===== config.mk =====
export PLATFORM = sky130hd
export DESIGN_NAME = ultrasonic_echo_ranger
export DESIGN_NICKNAME = d
export VERILOG_FILES = /design/src/uer_pkg.sv /design/src/ultrasonic_echo_ranger.sv /design/src/uer_cfg.sv /design/src/uer_timer.sv /design/src/uer_report.sv
export VERILOG_INCLUDE_DIRS = /design/src /design/src/src
export SDC_FILE = /design/constraint.sdc
export NUM_CORES = 1
export LEC_CHECK = 0
export ABC_AREA = 1
export BUFFER_PORTS_ARGS = -buffer_cell sky130_fd_sc_hd__clkbuf_2
export CELL_PAD_IN_SITES_DETAIL_PLACEMENT = 0
export CELL_PAD_IN_SITES_GLOBAL_PLACEMENT = 1
export CORE_ASPECT_RATIO = 1.1
export CORE_MARGIN = 2
export CORE_UTILIZATION = 45
export DETAILED_ROUTE_END_ITERATION = 16
export PLACE_DENSITY = 0.82
export SYNTH_ARGS = -nofsm -noshare
export SYNTH_HDL_FRONTEND = slang
export SYNTH_SLANG_ARGS = --single-unit

===== constraint.sdc =====
create_clock -name clk -period 8.5 [get_ports clk]
set_input_delay 1.275 -clock clk [delete_from_list [all_inputs] [get_ports clk]]
set_output_delay 1.275 -clock clk [all_outputs]
set_load 0.02 [all_outputs]

===== src/assert_macros.svh =====
// assertion helpers shared by the rtl
`ifndef ASSERT_MACROS_SVH
`define ASSERT_MACROS_SVH

`ifndef SYNTHESIS

// property must hold at every clock edge out of reset
`define AST_HOLDS(label, clk, rst_n, prop) \
	label: assert property (@(posedge clk) disable iff (!rst_n) (prop)) \
		else $error("assertion failed");

// expression must never be true out of reset
`define AST_NEVER(label, clk, rst_n, expr) \
	label: assert property (@(posedge clk) disable iff (!rst_n) !(expr)) \
		else $error("forbidden condition seen");

`else

`define AST_HOLDS(label, clk, rst_n, prop)
`define AST_NEVER(label, clk, rst_n, expr)

`endif

`endif


===== src/uer_pkg.sv =====
package uer_pkg;

	localparam int WIDTH_BITS_DEF = 16;
	localparam int TICK_BITS = 21;
	localparam int DIST_BITS = 17;
	localparam int DIST_SHIFT = 16;
	localparam logic [16:0] DIST_MUL = 17'd112412;

	localparam int CFG_IDX_BITS = 3;
	localparam int CFG_DATA_BITS = 21;

	localparam logic [CFG_IDX_BITS-1:0] CFG_TRIGGER_WIDTH = 3'd0;
	localparam logic [CFG_IDX_BITS-1:0] CFG_LISTEN_WINDOW = 3'd1;
	localparam logic [CFG_IDX_BITS-1:0] CFG_IDLE_GAP = 3'd2;
	localparam logic [CFG_IDX_BITS-1:0] CFG_NEAR_LIMIT = 3'd3;
	localparam logic [CFG_IDX_BITS-1:0] CFG_FAR_LIMIT = 3'd4;

	typedef enum logic [1:0] {
		PH_TRIGGER = 2'd0,
		PH_LISTEN = 2'd1,
		PH_IDLE = 2'd2
	} uer_phase_t;

	typedef struct packed {
		logic [7:0] trigger_width;
		logic [19:0] listen_window;
		logic [20:0] idle_gap;
		logic [15:0] near_limit;
		logic [15:0] far_limit;
	} uer_cfg_t;

	// per-tick control out of the sequencer
	typedef struct packed {
		logic trig;
		logic report;
	} uer_eval_t;

endpackage


===== src/ultrasonic_echo_ranger.sv =====
// Ultrasonic ranger controller. Each sample request is one microsecond tick carrying the
// echo pin level, and each gives exactly one report request with the trigger pin level for
// that tick plus, on the last tick of the listen window, the measured distance or the
// out-of-range flag. One sample is taken every clock unless stalled: the sequencer state
// updates in the cycle the sample is accepted and the distance multiply lands in a single
// output register, so the report appears in the next cycle. When that register is full and
// stalled, the sample side stalls too. Configuration writes are always ready and registered.
`include "assert_macros.svh"

module ultrasonic_echo_ranger #(
	parameter int WIDTH_BITS = uer_pkg::WIDTH_BITS_DEF
) (
	input  logic clk,
	input  logic arst_n,
	input  logic sample_valid,
	output logic sample_stall,
	input  logic echo_level,
	output logic report_valid,
	input  logic report_stall,
	output logic trigger_level,
	output logic result_valid,
	output logic [uer_pkg::DIST_BITS-1:0] distance_centi_cm,
	output logic out_of_range,
	input  logic cfg_valid,
	output logic cfg_ready,
	input  logic [uer_pkg::CFG_IDX_BITS-1:0] cfg_index,
	input  logic [uer_pkg::CFG_DATA_BITS-1:0] cfg_data
);

	uer_pkg::uer_cfg_t cfg;
	uer_pkg::uer_eval_t eval;
	logic [WIDTH_BITS-1:0] width;
	logic accept;

	assign cfg_ready = 1'b1;
	assign sample_stall = report_valid && report_stall;
	assign accept = sample_valid && !sample_stall;

	uer_cfg u_cfg (
		.clk(clk),
		.arst_n(arst_n),
		.cfg_valid(cfg_valid),
		.cfg_index(cfg_index),
		.cfg_data(cfg_data),
		.cfg(cfg)
	);

	uer_timer #(.WIDTH_BITS(WIDTH_BITS)) u_timer (
		.clk(clk),
		.arst_n(arst_n),
		.advance(accept),
		.echo_level(echo_level),
		.cfg(cfg),
		.eval(eval),
		.width(width)
	);

	uer_report #(.WIDTH_BITS(WIDTH_BITS)) u_report (
		.clk(clk),
		.arst_n(arst_n),
		.load(accept),
		.eval(eval),
		.width(width),
		.near_limit(cfg.near_limit),
		.far_limit(cfg.far_limit),
		.report_stall(report_stall),
		.report_valid(report_valid),
		.trigger_level(trigger_level),
		.result_valid(result_valid),
		.distance_centi_cm(distance_centi_cm),
		.out_of_range(out_of_range)
	);

	// a measurement is never reported during the trigger pulse
	`AST_NEVER(a_report_not_in_trigger, clk, arst_n, eval.trig && eval.report)
	// out of range always reads as zero distance
	`AST_HOLDS(a_oor_zero_dist, clk, arst_n,
		(report_valid && out_of_range) |-> (distance_centi_cm == '0))
	// no flag and no distance on ticks without a measurement
	`AST_HOLDS(a_idle_fields_clear, clk, arst_n,
		(report_valid && !result_valid) |-> (!out_of_range && distance_centi_cm == '0))
	// an accepted sample always fills the report register
	`AST_HOLDS(a_accept_fills, clk, arst_n, accept |=> report_valid)

endmodule


===== src/uer_cfg.sv =====
module uer_cfg (
	input  logic clk,
	input  logic arst_n,
	input  logic cfg_valid,
	input  logic [uer_pkg::CFG_IDX_BITS-1:0] cfg_index,
	input  logic [uer_pkg::CFG_DATA_BITS-1:0] cfg_data,
	output uer_pkg::uer_cfg_t cfg
);

	uer_pkg::uer_cfg_t cfg_q;

	always_ff @(posedge clk or negedge arst_n) begin
		if (!arst_n) begin
			cfg_q.trigger_width <= 8'd10;
			cfg_q.listen_window <= 20'd60000;
			cfg_q.idle_gap <= 21'd1000000;
			cfg_q.near_limit <= 16'd116;
			cfg_q.far_limit <= 16'd23200;
		end else if (cfg_valid) begin
			case (cfg_index)
				uer_pkg::CFG_TRIGGER_WIDTH: cfg_q.trigger_width <= cfg_data[7:0];
				uer_pkg::CFG_LISTEN_WINDOW: cfg_q.listen_window <= cfg_data[19:0];
				uer_pkg::CFG_IDLE_GAP: cfg_q.idle_gap <= cfg_data[20:0];
				uer_pkg::CFG_NEAR_LIMIT: cfg_q.near_limit <= cfg_data[15:0];
				uer_pkg::CFG_FAR_LIMIT: cfg_q.far_limit <= cfg_data[15:0];
				default: ;
			endcase
		end
	end

	assign cfg = cfg_q;

endmodule


===== src/uer_timer.sv =====
module uer_timer #(
	parameter int WIDTH_BITS = uer_pkg::WIDTH_BITS_DEF
) (
	input  logic clk,
	input  logic arst_n,
	input  logic advance,
	input  logic echo_level,
	input  uer_pkg::uer_cfg_t cfg,
	output uer_pkg::uer_eval_t eval,
	output logic [WIDTH_BITS-1:0] width
);

	localparam int TB = uer_pkg::TICK_BITS;

	uer_pkg::uer_phase_t phase_q, phase_d;
	logic [TB-1:0] ticks_q, ticks_d;
	logic [TB:0] ticks_inc;
	logic echo_prev_q;
	logic [WIDTH_BITS-1:0] cnt_q, cnt_d;
	logic [WIDTH_BITS-1:0] meas_q, meas_d;
	logic [7:0] trig_len;
	logic [19:0] listen_len;

	// zero lengths behave as one tick
	assign trig_len = (cfg.trigger_width == 8'd0) ? 8'd1 : cfg.trigger_width;
	assign listen_len = (cfg.listen_window == 20'd0) ? 20'd1 : cfg.listen_window;
	// one bit wider so the compare sees the carry before the wrap
	assign ticks_inc = {1'b0, ticks_q} + {{TB{1'b0}}, 1'b1};

	always_comb begin
		phase_d = phase_q;
		ticks_d = ticks_q;
		cnt_d = cnt_q;
		meas_d = meas_q;
		eval = '0;
		case (phase_q)
			uer_pkg::PH_LISTEN: begin
				if (echo_level) begin
					if (!echo_prev_q) begin
						cnt_d = WIDTH_BITS'(1);
					end else if (cnt_q != {WIDTH_BITS{1'b1}}) begin
						cnt_d = cnt_q + WIDTH_BITS'(1);
					end
				end else if (echo_prev_q) begin
					meas_d = cnt_q;
				end
				ticks_d = ticks_inc[TB-1:0];
				if (ticks_inc >= {2'b00, listen_len}) begin
					eval.report = 1'b1;
					ticks_d = '0;
					phase_d = (cfg.idle_gap == 21'd0) ? uer_pkg::PH_TRIGGER : uer_pkg::PH_IDLE;
				end
			end
			uer_pkg::PH_IDLE: begin
				ticks_d = ticks_inc[TB-1:0];
				if (ticks_inc >= {1'b0, cfg.idle_gap}) begin
					ticks_d = '0;
					phase_d = uer_pkg::PH_TRIGGER;
				end
			end
			default: begin
				// fresh measurement on the first trigger tick
				if (ticks_q == '0) begin
					cnt_d = '0;
					meas_d = '0;
				end
				eval.trig = 1'b1;
				ticks_d = ticks_inc[TB-1:0];
				if (ticks_inc >= {14'd0, trig_len}) begin
					ticks_d = '0;
					phase_d = uer_pkg::PH_LISTEN;
				end
			end
		endcase
	end

	always_ff @(posedge clk or negedge arst_n) begin
		if (!arst_n) begin
			phase_q <= uer_pkg::PH_TRIGGER;
			ticks_q <= '0;
			echo_prev_q <= 1'b0;
			cnt_q <= '0;
			meas_q <= '0;
		end else if (advance) begin
			phase_q <= phase_d;
			ticks_q <= ticks_d;
			echo_prev_q <= echo_level;
			cnt_q <= cnt_d;
			meas_q <= meas_d;
		end
	end

	assign width = meas_d;

endmodule


===== src/uer_report.sv =====
module uer_report #(
	parameter int WIDTH_BITS = uer_pkg::WIDTH_BITS_DEF
) (
	input  logic clk,
	input  logic arst_n,
	input  logic load,
	input  uer_pkg::uer_eval_t eval,
	input  logic [WIDTH_BITS-1:0] width,
	input  logic [15:0] near_limit,
	input  logic [15:0] far_limit,
	input  logic report_stall,
	output logic report_valid,
	output logic trigger_level,
	output logic result_valid,
	output logic [uer_pkg::DIST_BITS-1:0] distance_centi_cm,
	output logic out_of_range
);

	localparam int CW = (WIDTH_BITS > 16) ? WIDTH_BITS : 16;
	localparam int PW = (WIDTH_BITS + 17 > uer_pkg::DIST_SHIFT + uer_pkg::DIST_BITS)
		? WIDTH_BITS + 17 : uer_pkg::DIST_SHIFT + uer_pkg::DIST_BITS;

	logic [CW-1:0] width_c, short_c, long_c;
	logic in_range;
	logic [PW-1:0] product;
	logic valid_q;
	logic trig_q, rv_q, oor_q;
	logic [uer_pkg::DIST_BITS-1:0] dist_q;

	assign width_c = CW'(width);
	assign short_c = CW'(near_limit);
	assign long_c = CW'(far_limit);
	assign in_range = (width_c > short_c) && (width_c < long_c);
	// width * 100 / 58.3 in fixed point, factor with 16 fractional bits
	assign product = PW'(width) * PW'(uer_pkg::DIST_MUL);

	always_ff @(posedge clk or negedge arst_n) begin
		if (!arst_n) begin
			valid_q <= 1'b0;
		end else if (load) begin
			valid_q <= 1'b1;
		end else if (!report_stall) begin
			valid_q <= 1'b0;
		end
	end

	always_ff @(posedge clk) begin
		if (load) begin
			trig_q <= eval.trig;
			rv_q <= eval.report;
			oor_q <= eval.report && !in_range;
			dist_q <= (eval.report && in_range)
				? product[uer_pkg::DIST_SHIFT +: uer_pkg::DIST_BITS] : '0;
		end
	end

	assign report_valid = valid_q;
	assign trigger_level = trig_q;
	assign result_valid = rv_q;
	assign distance_centi_cm = dist_q;
	assign out_of_range = oor_q;

endmodule

## Word-level counts from Yosys, hierarchy flattened

Index checks and enable logic that the tools add are counted.

- Register bits after elaboration: 158
- Input bits: 30
- Output and inout port bits: 23
- Word-level logic and storage cells: 83

- Add/subtract/negate cells: 2
- Multipliers: 1
- Order comparisons: 5
- Equality and inequality tests: 12
- Mux-type cells: 25
- Bitwise logic cells: 1
- Reductions and logical operators: 22

Operators by type and width:

| kind | count |
|---|---|
| two-way mux 16 bit | 7 |
| one-hot mux 16 bit (2 select lines) | 2 |
| two-way mux 21 bit | 3 |
| zero test 21 bit | 2 |
| one-hot mux 21 bit (2 select lines) | 1 |
| multiplier 16 x 15 -> 31 bit (second input constant) | 1 |
| adder 21 x 1 -> 22 bit (second input constant) | 1 |
| >= comparator 22 x 20 -> 1 bit | 1 |
| >= comparator 22 x 21 -> 1 bit | 1 |
| >= comparator 22 x 8 -> 1 bit | 1 |
| zero test 20 bit | 1 |
| two-way mux 20 bit | 1 |
| adder 16 x 1 -> 16 bit (second input constant) | 1 |
| > comparator 16 bit | 1 |
| < comparator 16 bit | 1 |
| inequality test 16 bit (second input constant) | 1 |
| AND reduction 2 bit | 5 |
| zero test 8 bit | 1 |
| two-way mux 2 bit | 4 |
| two-way mux 8 bit | 1 |
| equality test 3 x 2 -> 1 bit (second input constant) | 2 |
| inequality test 2 x 1 -> 1 bit (second input constant) | 3 |
| logical AND 1 bit | 5 |
| two-way mux 1 bit | 5 |
| other kinds (15) | 16 |

## Longest topological paths before layout

Gate-level depths: netlist of the first run.

- Depth in word-level cells: 7
- Gate-level depth with buffers: 32
- Gate-level depth less buffers: 32

## Modules after synthesis

From an unflattened synthesis of the first run, not the netlist that was laid out.

- Cells, all modules: 2119
- Area total of the unflattened synthesis: 15369.7 µm²

Modules (own cells, without submodules):

| module | instances | cells an instance | area each (µm²) | seq. area each (µm²) |
|---|---|---|---|---|
| uer_report | 1 | 941 | 6910.4 | 625.6 |
| uer_timer | 1 | 810 | 5170.0 | 1401.3 |
| uer_cfg | 1 | 362 | 3258.1 | 2059.5 |
| ultrasonic_echo_ranger | 1 | 6 | 31.3 | 0.0 |

## Worst setup path after synthesis of the first run

OpenSTA, ideal clock, no wires.

- Path type: input port to flip-flop
- Start point: input port echo_level
- End point: register u_report.dist_q (netlist bit u_report.distance_centi_cm[5]), data pin
- Setup time: 0.254 ns
- Data arrival time: 6.860 ns
- Required time: 8.246 ns
- Slack: 1.386 ns
- Stages: 25
- Buffers on the path: 0
- Cell sequence: nor2_1 -> inv_1 -> o21ai_0 -> nand2_1 -> o21ai_0 -> inv_1 -> fa_1 -> inv_1 -> fa_1 -> fa_1 -> fa_1 -> fa_1 -> inv_1 -> fa_1 -> inv_1 -> ha_1 -> a21oi_1 -> o21ai_0 -> inv_1 -> o21ai_0 -> a21oi_1 -> o21ai_0 -> xor2_1 -> inv_1 -> nor2_1

- Word-level cells in the longest chain between the ends: 5
- Elaborated cells on any way between the ends: 7
- Those cells by class: mul (1); order compare (2); mux (2); reduce/logical (2)

Ends and longest elaborated chain:

| element | line | RTL |
|---|---|---|
| from (decl) | ultrasonic_echo_ranger.sv:17 | `input logic echo_level,` |
| two-way mux 16 bit * | uer_timer.sv:38 | `if (echo_level) begin` |
| one-hot mux 16 bit (2 select lines) * | uer_timer.sv:36 | `case (phase_q)` |
| net u_report.width[9] | uer_report.sv:8 | `input logic [WIDTH_BITS-1:0] width,` |
| parallel branches: the longest is 3 deep, another holds multiplier 16 x 15 -> 31 bit | n/a |  |
| to (signal assigned) | uer_report.sv:52 | `dist_q <= (eval.report && in_range)` |
| to (decl) | uer_report.sv:28 | `logic [uer_pkg::DIST_BITS-1:0] dist_q;` |

Mark *: on every way through the listed nets, which the timed path passes.
A chain may end at the register's enable or synchronous reset.

## Worst setup path in the final report of the first run

- Start point: register u_timer.ticks_q[0]
- End point: register u_report.dist_q (netlist bit u_report.distance_centi_cm[5]), data pin

- Word-level cells in the longest chain between the ends: 6
- Elaborated cells on any way between the ends: 12
- Those cells by class: add/sub (1); mul (1); order compare (3); mux (4); reduce/logical (3)

Ends and longest elaborated chain:

| element | line | RTL |
|---|---|---|
| from (decl) | uer_timer.sv:16 | `logic [TB-1:0] ticks_q, ticks_d;` |
| from (signal assigned) | uer_timer.sv:86 | `ticks_q <= ticks_d;` |
| zero test 21 bit * | uer_timer.sv:63 | `if (ticks_q == '0) begin` |
| two-way mux 16 bit * | uer_timer.sv:63 |  |
| one-hot mux 16 bit (2 select lines) * | uer_timer.sv:36 |  |
| net u_report.width[9] | uer_report.sv:8 |  |
| parallel branches: the longest is 3 deep, another holds multiplier 16 x 15 -> 31 bit | n/a |  |

Marks and branches as above.

==> summary.md, run 1 <==
| Metric | Value |
|---|---|
| Result of the run | finished clean |
| Dominant synthesized flop cell | dfrtp_1 |
| CTS buffer count | 17 |
| Transition time of the tightest slew-check pin | 1.097 ns |
| Asr flop ratio synth | 0.8734 |
| Worst path slowest cell | o21ai_0 |
| Unrepaired setup endpoints after global routing | false |
| Ports | 53 |
| Met3 Use GR | 0.03702 |
| Worst path required time | 8.71 ns |
| Die Height | 192.0 um |
| PwrDens | 235.0 mW/mm2 |
| Fin nets | 2186 |
| Met2 usage | 0.3700 |
| Leak | 8.620 nW |
| DR vias/cell | 5.160 |
| Reg clk slew, reported paths | 0.08 ns |
| Distinct cells, synth | 57 |
| Finish-stage setup viols | 0 |
| Register Area | 0.004086 mm2 |
| Final clock skew | 0.01424 ns |
| CP endpoint kind | flip-flop |
| Mapped Cells | 1837 |
| Setup bufs post-CTS | 0 |
| WL/cell | 16.05 um |
| Delay-heaviest family, CP | adder cells |
| Synthesized area | 0.01445 mm2 |
| Starting Density | 0.4591 |
| Logic pwr share | 0.525 |
| Max Freq | 0.1301 GHz |
| Filler cells | 3189 |
| Die Area | 0.03357 mm2 |
| Antenna cells | 0 |
| EDFF count, synth | 20 |
| CP bufs+invs | 8 |
| Clk sink count | 158 |
| DRT iter0 DRCs | 767 |
| Largest net degree at the start of global routing | 87 |
| Most used cell, CP | inv_1 |
| Pwr Total | 3.699 mW |
| Slew Viols, Final | 0 |
| Max Root-Sink Buffers | 2 |
| #FFs+latches synth | 158 |
| Gr usage total | 0.2352 |
| Maxcap violations | 0 |
| Row count | 68 |
| Mapped Nets | 2139 |
| Syn Area/Cell | 7.868 um2 |
| Synth Warn # | 0 |
| WL final | 37190 um |
| Worst-path fanout max | 13 |
| Vias | 11960 |
| CORE AREA | 0.03148 mm2 |
| Total gr overflow | 0 |
| Crit path kind | reg2reg |
| Relative slew margins | 0.2664 |
| Worst hold path type | reg2reg |
| Post-CTS Hold Buffers | 0 |
| GRT Max-Usage Layer | met2 |
| Worst path max stage delay | 0.74 ns |
| VDD IR-drop max | 0.0001671 V |
| Internal | 1.973 mW |
| Startpoint Class | flip-flop |
| First-pass GRT wire length | 61870 um |
| Initial antenna violation count | 0 |
| Global-route track usage on met1 | 0.3396 |
| Post-synthesis sequential area ratio | 0.2827 |
| Clk Latency, worst-skew pair | 0.45 ns |
| Antenna Violating Nets Remaining | 0 |
| Gpl congestion | 0.9279 |
| Final hold violation count | 0 |
| TritonCTS clock tree | built |
| Sw Share | 0.4666 |
| Flop pwr share | 0.261 |
| Final Cycle Share | 0.9046 |
| Post-DP HPWL | 29470 um |
| First-pass detailed-route iteration total | 6 |
| Number of global-route vias before repair | 11710 |
| Area of the multi-input gates | 0.008853 mm2 |
| Fraction of layout cells with a size suffix above 1 | 0.08962 |
| NetSw | 1.726 mW |
| Port Buf Inserts | 51 |
| Proportion of power drawn by the clock network | 0.214 |
| H-tree lvl count | 4 |
| Residual DRC | 0 |
| Die W | 174.9 um |
| Area grow syn2layout | 8.899% |
| Setup TNS | 0 ns |
| Critical path arrival | 7.89 ns |
| Clk root buf | clkbuf_16 |
| Minimum clock period | 7.689 ns |
| Worst R2R Setup Slack | 0.81 ns |
| PostCTS Resize Cnt | 0 |
## power by group through the flow
stage	combinational, mW	sequential, mW	clock, mW
2_1_floorplan	1.46	0.955	0
3_3_place_gp	1.91	0.975	0
3_5_place_dp	1.94	0.977	0
4_1_cts	1.96	0.964	0.806
5_1_grt	2.27	0.978	0.836
6_report	1.94	0.964	0.792
## synth_stat cells (all sizes together), types with 4 or more instances
cell type  instances  share of area
nand2            445           0.12
xnor2              8         0.0048
nand4             25          0.011
fa                82           0.11
nor4              14         0.0065
a21o               6         0.0031
nor3              20         0.0084
inv              350          0.091
o21a               4         0.0021
o21ai            145          0.050
a21oi             76          0.026
ha               190           0.16
dfstp             26          0.047
buf                8         0.0048
edfxtp            20          0.042
xor2              27          0.016
o21bai             7         0.0039
o211ai             4         0.0021
clkbuf            26         0.0075
a211oi             4         0.0021
dfrtp            112           0.19
nand3             54          0.020
a22oi              6         0.0035
nor2             153          0.044
## path summary, 6_finish.rpt
kind	from	to	cells after the start
max	u_timer.ticks_q[0]	u_report.distance_centi_cm[5]	28
min	u_cfg.cfg[50]	u_cfg.cfg[50]	2
max reg2reg	u_timer.ticks_q[0]	u_report.distance_centi_cm[5]	28
min reg2reg	u_cfg.cfg[50]	u_cfg.cfg[50]	2
max in group asynchronous	arst_n	u_timer.meas_q[10]	2
min in group asynchronous	arst_n	u_timer.ticks_q[8]	1
## routing by layer
layer | wire length, um | share of wire
met1 | 18390 | 0.49
met2 | 16460 | 0.44
met3 | 1635 | 0.044
met4 | 706 | 0.019
met5 | 0 | 0
## cell families after synthesis
family	Yosys count	share of synthesized area
DFF	158	0.2827
and+or+nand+nor	715	0.2108
AOI/OAI and AO/OA	267	0.1017
adders and majority gates	272	0.2780
buffers and inverters	389	0.1053
xor gates and xnor gates	35	0.02121
other	1	0.0002594
## worst register-to-register path: cells and delay by family (launching register included)
kind,cells,cell delay [ns]
fa+ha+maj,8,3.81
compound gates,6,1.63
buf+inv,8,0.95
flops,1,0.59
simple gates,5,0.33
xor+xnor,1,0.16
## layout by cell type, fill, tap and decap left out, types with 3 or more instances in the layout
| cell | Yosys | routed |
|---|---|---|
| o21ai_0 | 137 | 137 |
| nor4_1 | 13 | 13 |
| a21oi_1 | 76 | 76 |
| dfstp_2 | 26 | 26 |
| a211oi_1 | 4 | 4 |
| nor2_4 | 3 | 4 |
| a22oi_1 | 5 | 5 |
| nand2_4 | 4 | 4 |
| nand4_1 | 25 | 25 |
| clkinv_4 | 0 | 3 |
| inv_6 | 0 | 3 |
| o21bai_1 | 6 | 6 |
| nor3_1 | 17 | 17 |
| clkbuf_2 | 1 | 50 |
| xnor2_1 | 8 | 8 |
| inv_8 | 0 | 5 |
| o211ai_1 | 4 | 4 |
| a31oi_1 | 3 | 3 |
| o21a_1 | 4 | 4 |
| fa_1 | 82 | 82 |
| a21o_1 | 6 | 6 |
| nand2_2 | 7 | 7 |
| dfrtp_1 | 112 | 112 |
| nor2_2 | 17 | 17 |
| inv_1 | 345 | 345 |
| xor2_1 | 27 | 27 |
| nand3_1 | 52 | 52 |
| clkinv_1 | 3 | 3 |
| nand2_1 | 434 | 434 |
| clkinv_8 | 0 | 3 |
| nor2_1 | 133 | 132 |
| inv_2 | 5 | 5 |
| o21ai_1 | 8 | 8 |
| buf_4 | 4 | 13 |
| ha_1 | 190 | 190 |
| clkbuf_16 | 0 | 17 |
| edfxtp_1 | 20 | 20 |
## layout make-up
cell class | count | share of cell area
timing repair buffer | 64 | 0.02281
tap | 420 | 0.03339
inverter | 353 | 0.08418
clock buffer | 17 | 0.02703
clock inverter | 15 | 0.01049
multi-input combinational | 1290 | 0.5625
sequential | 158 | 0.2596
## sequential cells by signal, indices dropped and copies added (netlist names), 2 cells and up
signal,count
u_cfg.cfg,81
u_timer.ticks_q,21
u_report.distance_centi_cm,17
u_timer.cnt_q,16
u_timer.meas_q,16
u_timer.phase_q,2
## per-stage QoR
step / instances / hold slack, ns / cell area (um2) / worst slack, ns / utilization
finish: 2317 / 0.4901 / 15740 / 0.8113 / 0.5000
global route: 2317 / 0.5055 / 15740 / 0.2269 / 0.5000
CTS: 2317 / 0.4919 / 15740 / 0.8209 / 0.5000
detailed placement: 2285 / 0.4736 / 15150 / 0.5014 / 0.4812
global placement: 2285 / 0.4668 / 15150 / 0.5872 / 0.4812
floorplan: 1837 / 0.4530 / 14450 / 1.386 / -
Note: power is estimated with default switching activity, not from simulation.
==> run 2, diff against run 1 <==
--- a/config.mk
+++ b/config.mk
@@ -8,13 +8,14 @@
 export LEC_CHECK = 0
 export ABC_AREA = 1
 export BUFFER_PORTS_ARGS = -buffer_cell sky130_fd_sc_hd__clkbuf_2
+export CAP_MARGIN = 20
 export CELL_PAD_IN_SITES_DETAIL_PLACEMENT = 0
-export CELL_PAD_IN_SITES_GLOBAL_PLACEMENT = 1
+export CELL_PAD_IN_SITES_GLOBAL_PLACEMENT = 2
 export CORE_ASPECT_RATIO = 1.1
 export CORE_MARGIN = 2
-export CORE_UTILIZATION = 45
+export CORE_UTILIZATION = 39
 export DETAILED_ROUTE_END_ITERATION = 16
-export PLACE_DENSITY = 0.82
+export PLACE_DENSITY = 0.88
 export SYNTH_ARGS = -nofsm -noshare
 export SYNTH_HDL_FRONTEND = slang
 export SYNTH_SLANG_ARGS = --single-unit
==> constraint.sdc (replaced) <==
create_clock -name clk -period 7.8 [get_ports clk]
set_input_delay 1.17 -clock clk [delete_from_list [all_inputs] [get_ports clk]]
set_output_delay 1.17 -clock clk [all_outputs]
set_load 0.02 [all_outputs]
==> run 2 against run 1 <==
Combinational power rose by 12%. Die area is 15% higher. Worst setup slack lost 0.35 ns. Design area grew 1.2%. Via count is 1.3% lower. Critical path depth is 2 lower. Final cell count rose by 3.5%. Non-clock buffer count grew 14. Wire length rose by 4.7%. Clock skew fell by 0.0033 ns. Global-route usage shrank 2.0 points. Hold slack got worse by 0.0032 ns.
==> summary.md, run 2 (same netlist as run 1, synthesis figures left out) <==
| Metric | Value |
|---|---|
| Worst path slowest cell | nor2_1 |
| VDD IR-drop max | 0.0001658 V |
| Total gr overflow | 0 |
| CORE AREA | 0.03635 mm2 |
| Setup bufs post-CTS | 0 |
| Ports | 53 |
| Final clock skew | 0.01089 ns |
| Max FFs per register | 81 |
| Clk root buf | clkbuf_16 |
| Beginning of the worst register-to-register path | u_timer.phase_q[0] |
| Finished Cell Area | 0.01592 mm2 |
| Area grow syn2layout | 10.17% |
| Setup crit start | echo_level |
| WL final | 38950 um |
| Slew Viols, Final | 0 |
| Startpoint Class | input port |
| Result of the run | finished clean |
| Met2 usage | 0.3437 |
| Min Hold Slack | 0.4869 ns |
| Worst path required time | 8.01 ns |
| Initial antenna violation count | 0 |
| Worst-path fanout max | 9 |
| PnR worst setup slack | 0.4605 ns |
| Max Root-Sink Buffers | 2 |
| Row count | 73 |
| Final hold violation count | 0 |
| Die W | 187.6 um |
| Largest net degree at the start of global routing | 82 |
| Maxcap violations | 0 |
| Most used cell, CP | fa_1 |
| Reg clk slew, reported paths | 0.07 ns |
| Die Height | 205.9 um |
| CP endpoint kind | flip-flop |
| Minimum clock period | 7.339 ns |
| Die Area | 0.03862 mm2 |
| Transition time of the tightest slew-check pin | 0.9685 ns |
| Antenna cells | 0 |
| Clk sink count | 158 |
| Post-CTS Hold Buffers | 0 |
| Vias | 11800 |
| Global-route track usage on met1 | 0.3043 |
| Number of global-route vias before repair | 11940 |
| Final Cycle Share | 0.9410 |
| Commonest non-fill, non-tap cell in the layout | nand2_1 |
| Worst hold path type | reg2reg |
| PwrDens | 256.0 mW/mm2 |
| Gr usage total | 0.2156 |
| Post-DP HPWL | 31140 um |
| Residual DRC | 0 |
| Filler cells | 3817 |
| DRT iter0 DRCs | 697 |
| TritonCTS clock tree | built |
| Leak | 8.682 nW |
| Finish-stage setup viols | 0 |
| Met3 Use GR | 0.03396 |
| Setup TNS | 0 ns |
| Max Freq | 0.1362 GHz |
| Starting Density | 0.3976 |
| Critical path arrival | 7.55 ns |
| Worst path max stage delay | 0.65 ns |
| WL/cell | 16.24 um |
| Clk Latency, worst-skew pair | 0.46 ns |
| First-pass GRT wire length | 64790 um |
| Fin nets | 2200 |
| Unrepaired setup endpoints after global routing | false |
| Port Buf Inserts | 51 |
| Commonest non-fill, non-tap cells in the layout | nand2_1 (434), inv_1 (345), ha_1 (190) |
| PostCTS Resize Cnt | 0 |
| First-pass detailed-route iteration total | 5 |
| CTS buffer count | 17 |
| Fraction of layout cells with a size suffix above 1 | 0.09576 |
| Post-place instance area | 0.01534 mm2 |
| GRT Max-Usage Layer | met2 |
| Gpl congestion | 0.8818 |
| Worst min-delay path startpoint | u_report.report_valid |
| Crit path kind | in2reg |
| DR vias/cell | 4.922 |
| Place WS | 0.03976 ns |
| H-tree lvl count | 4 |
| Relative slew margins | 0.3513 |
| Final Util | 0.4380 |
| Antenna Violating Nets Remaining | 0 |
-- run 2: metal layers --
layer	up-vias	wire (um)
met5	-	0
met4	0	733
met3	41	1337
met2	194	17450
met1	5606	19430
li1	5963	-
-- run 2: final timing paths --
path                                                  end  slack [ns]  cells past startpoint
setup / recovery           u_report.distance_centi_cm[12]        0.46                     26
hold / removal                      u_report.report_valid        0.49                      2
setup reg to reg           u_report.distance_centi_cm[12]        0.48                     21
hold reg to reg                     u_report.report_valid        0.49                      2
max in group asynchronous                   u_cfg.cfg[65]        5.75                      2
min in group asynchronous              u_timer.ticks_q[6]        0.78                      1
-- run 2: power breakdown --
group / switching, mW / internal (mW)
logic: 1.40 / 0.772
clock network: 0.413 / 0.452
registers: 0.0808 / 0.961
total: 1.89 / 2.19
-- run 2: through the flow --
stage	power [mW]	cells
finish	4.077	2398
global route	4.521	2398
CTS	4.130	2398
detailed placement	3.234	2366
global placement	3.209	2366
floorplan	2.636	1837
-- run 2: final cells by class --
cell class	count	area (um2)	share of cell area
timing repair buffer	78	464.2	0.02915
multi-input combinational	1290	8853	0.5560
clock buffer	18	429.2	0.02695
clock inverter	14	156.4	0.009822
sequential	158	4086	0.2566
inverter	353	1325	0.08321
tap	487	609.3	0.03827
-- run 2: worst max-delay path: cells and delay by family --
kind,cells,cell delay (ns)
XOR/XNOR,1,0.14
AND/OR/NAND/NOR,8,1.74
buffers and inverters,7,0.68
AO/OA/AOI/OAI,3,0.30
adder cells (fa/ha/maj),7,3.52
==> run 3, diff against run 2 <==
--- a/config.mk
+++ b/config.mk
@@ -15,7 +15,9 @@
 export CORE_MARGIN = 2
 export CORE_UTILIZATION = 39
 export DETAILED_ROUTE_END_ITERATION = 16
+export MAX_ROUTING_LAYER = met4
 export PLACE_DENSITY = 0.88
+export RECOVER_POWER = 50
 export SYNTH_ARGS = -nofsm -noshare
 export SYNTH_HDL_FRONTEND = slang
 export SYNTH_SLANG_ARGS = --single-unit
==> run 3 against run 2 <==
Worst setup slack better by 0.17 ns. The flow now finishes with violations (capacitance limit, slew limit). Largest cell class unchanged. Via count decreased by 0.25%. Highest routed layer unchanged. Critical endpoint unchanged. Maximum frequency increased by 2.4%. Core utilization fell by 0.086 points.
==> summary.md, run 3 (same netlist as run 1, synthesis figures left out) <==
| Metric | Value |
|---|---|
| First-pass detailed-route iteration total | 6 |
| Setup crit start | echo_level |
| Finished Cell Area | 0.01589 mm2 |
| Reg clk slew, reported paths | 0.07 ns |
| Transition time of the tightest slew-check pin | 4.463 ns |
| Unrepaired setup endpoints after global routing | false |
| Setup bufs post-CTS | 0 |
| Die W | 187.6 um |
| Die Area | 0.03862 mm2 |
| Max Root-Sink Buffers | 2 |
| Fin nets | 2200 |
| PwrDens | 255.0 mW/mm2 |
| Initial antenna violation count | 0 |
| WL/cell | 16.25 um |
| Largest net degree at the start of global routing | 80 |
| Clk sink count | 158 |
| Area grow syn2layout | 9.955% |
| Clk Latency, worst-skew pair | 0.46 ns |
| Max FFs per register | 81 |
| Startpoint Class | input port |
| Commonest non-fill, non-tap cell in the layout | nand2_1 |
| Gr usage total | 0.2221 |
| PnR worst setup slack | 0.6304 ns |
| Antenna cells | 0 |
| DR vias/cell | 4.910 |
| Place WS | 0.02114 ns |
| Port Buf Inserts | 51 |
| Leak | 8.655 nW |
| PostCTS Resize Cnt | 0 |
| Final clock skew | 0.01078 ns |
| Final Cycle Share | 0.9192 |
| Ports | 53 |
| First-pass GRT wire length | 64980 um |
| Commonest non-fill, non-tap cells in the layout | nand2_1 (434), inv_1 (345), ha_1 (190) |
| GRT Max-Usage Layer | met2 |
| Total gr overflow | 0 |
| Gpl congestion | 0.8840 |
| Worst R2R Setup Slack | 0.72 ns |
| DRT iter0 DRCs | 762 |
| Fraction of layout cells with a size suffix above 1 | 0.09262 |
| Final Util | 0.4372 |
| H-tree lvl count | 4 |
| Critical path arrival | 7.38 ns |
| Antenna Violating Nets Remaining | 0 |
| TritonCTS clock tree | built |
| Beginning of the worst register-to-register path | u_timer.phase_q[1] |
| CTS buffer count | 17 |
| Row count | 73 |
| Global-route track usage on met1 | 0.3093 |
| Post-place instance area | 0.01534 mm2 |
| CORE AREA | 0.03635 mm2 |
| Number of global-route vias before repair | 12030 |
| Post-CTS Hold Buffers | 0 |
| Starting Density | 0.3976 |
| VDD IR-drop max | 0.0001811 V |
| Failing checks | capacitance limit, slew limit |
| Minimum clock period | 7.170 ns |
| Worst path required time | 8.01 ns |
| Relative slew margins | -1.975 |
| R2R Path End | u_report.distance_centi_cm[5] |
| Setup TNS | 0 ns |
| Finish-stage setup viols | 0 |
| Residual DRC | 0 |
| Vias | 11770 |
| WL final | 38970 um |
| Met3 Use GR | 0.02887 |
| Worst setup endpoint | u_report.distance_centi_cm[12] |
| Worst hold path type | reg2reg |
| Final hold violation count | 0 |
| Post-DP HPWL | 31560 um |
| Worst Reg2Reg Path Length in Cells | 31 |
| Maxcap violations | 3 |
| Crit path kind | in2reg |
| CP endpoint kind | flip-flop |
| Max Freq | 0.1395 GHz |
| Die Height | 205.9 um |
| Slew Viols, Final | 164 |
| Result of the run | complete, but fails checks |
| Min Hold Slack | 0.4894 ns |
| Met2 usage | 0.3435 |
| Worst-path fanout max | 6 |
| Clk root buf | clkbuf_16 |
[run 3: metal layers]
metal	wire length [um]	vias up
li1	-	5964
met1	19330	5558
met2	17510	210
met3	1514	42
met4	610	0
met5	0	-
[run 3: worst max-delay path: stages]
cell      delay, ns
clkbuf_2       0.13
inv_1          0.09
nand2_1        0.08
a21oi_1        0.14
inv_1          0.12
nor2_1         0.11
clkinv_1       0.13
a32o_1         0.22
nand2_1        0.15
inv_1          0.19
fa_1           0.52
fa_1           0.54
inv_1          0.05
fa_1           0.49
fa_1           0.55
inv_1          0.06
fa_1           0.51
fa_1           0.49
ha_1           0.37
nand2_1        0.13
nor4_1         0.37
nand4_1        0.16
nand3_1        0.25
a21oi_1        0.13
xnor2_1        0.14
inv_1          0.07
nor2_2         0.03
[run 3: through the flow]
stage / total power, mW / cells
2_1_floorplan: 2.636 / 1837
3_3_place_gp: 3.201 / 2366
3_5_place_dp: 3.220 / 2366
4_1_cts: 4.104 / 2398
5_1_grt: 4.480 / 2398
6_report: 4.052 / 2398
[run 3: where the power goes]
part	total [mW]	internal [mW]	switching (mW)
sequential	1.05	0.962	0.0829
combinational	2.16	0.768	1.39
clock	0.851	0.424	0.426
total	4.05	2.15	1.90
[run 3: how the worst min path moves through the flow]
stage | start | to | slack (ns) | cells past startpoint
after detailed placement | u_cfg.cfg[79] | u_cfg.cfg[79] | 0.48 | 2
after CTS | u_cfg.cfg[79] | u_cfg.cfg[79] | 0.49 | 2
final | u_cfg.cfg[23] | u_cfg.cfg[23] | 0.49 | 2
after global placement | u_cfg.cfg[77] | u_cfg.cfg[77] | 0.47 | 2
after floorplan | u_cfg.cfg[10] | u_cfg.cfg[10] | 0.45 | 2
after global routing | u_cfg.cfg[66] | u_cfg.cfg[66] | 0.51 | 2
[run 3: layout make-up]
cell class                      count  area, um2
Clock inverter                     15      155.1
Inverter                          353       1325
Sequential cell                   158       4086
Tap cell                          487      609.3
Timing Repair Buffer               78      435.4
Clock buffer                       17      425.4
Multi-Input combinational cell   1290       8856
Fill cell                        3895      20460
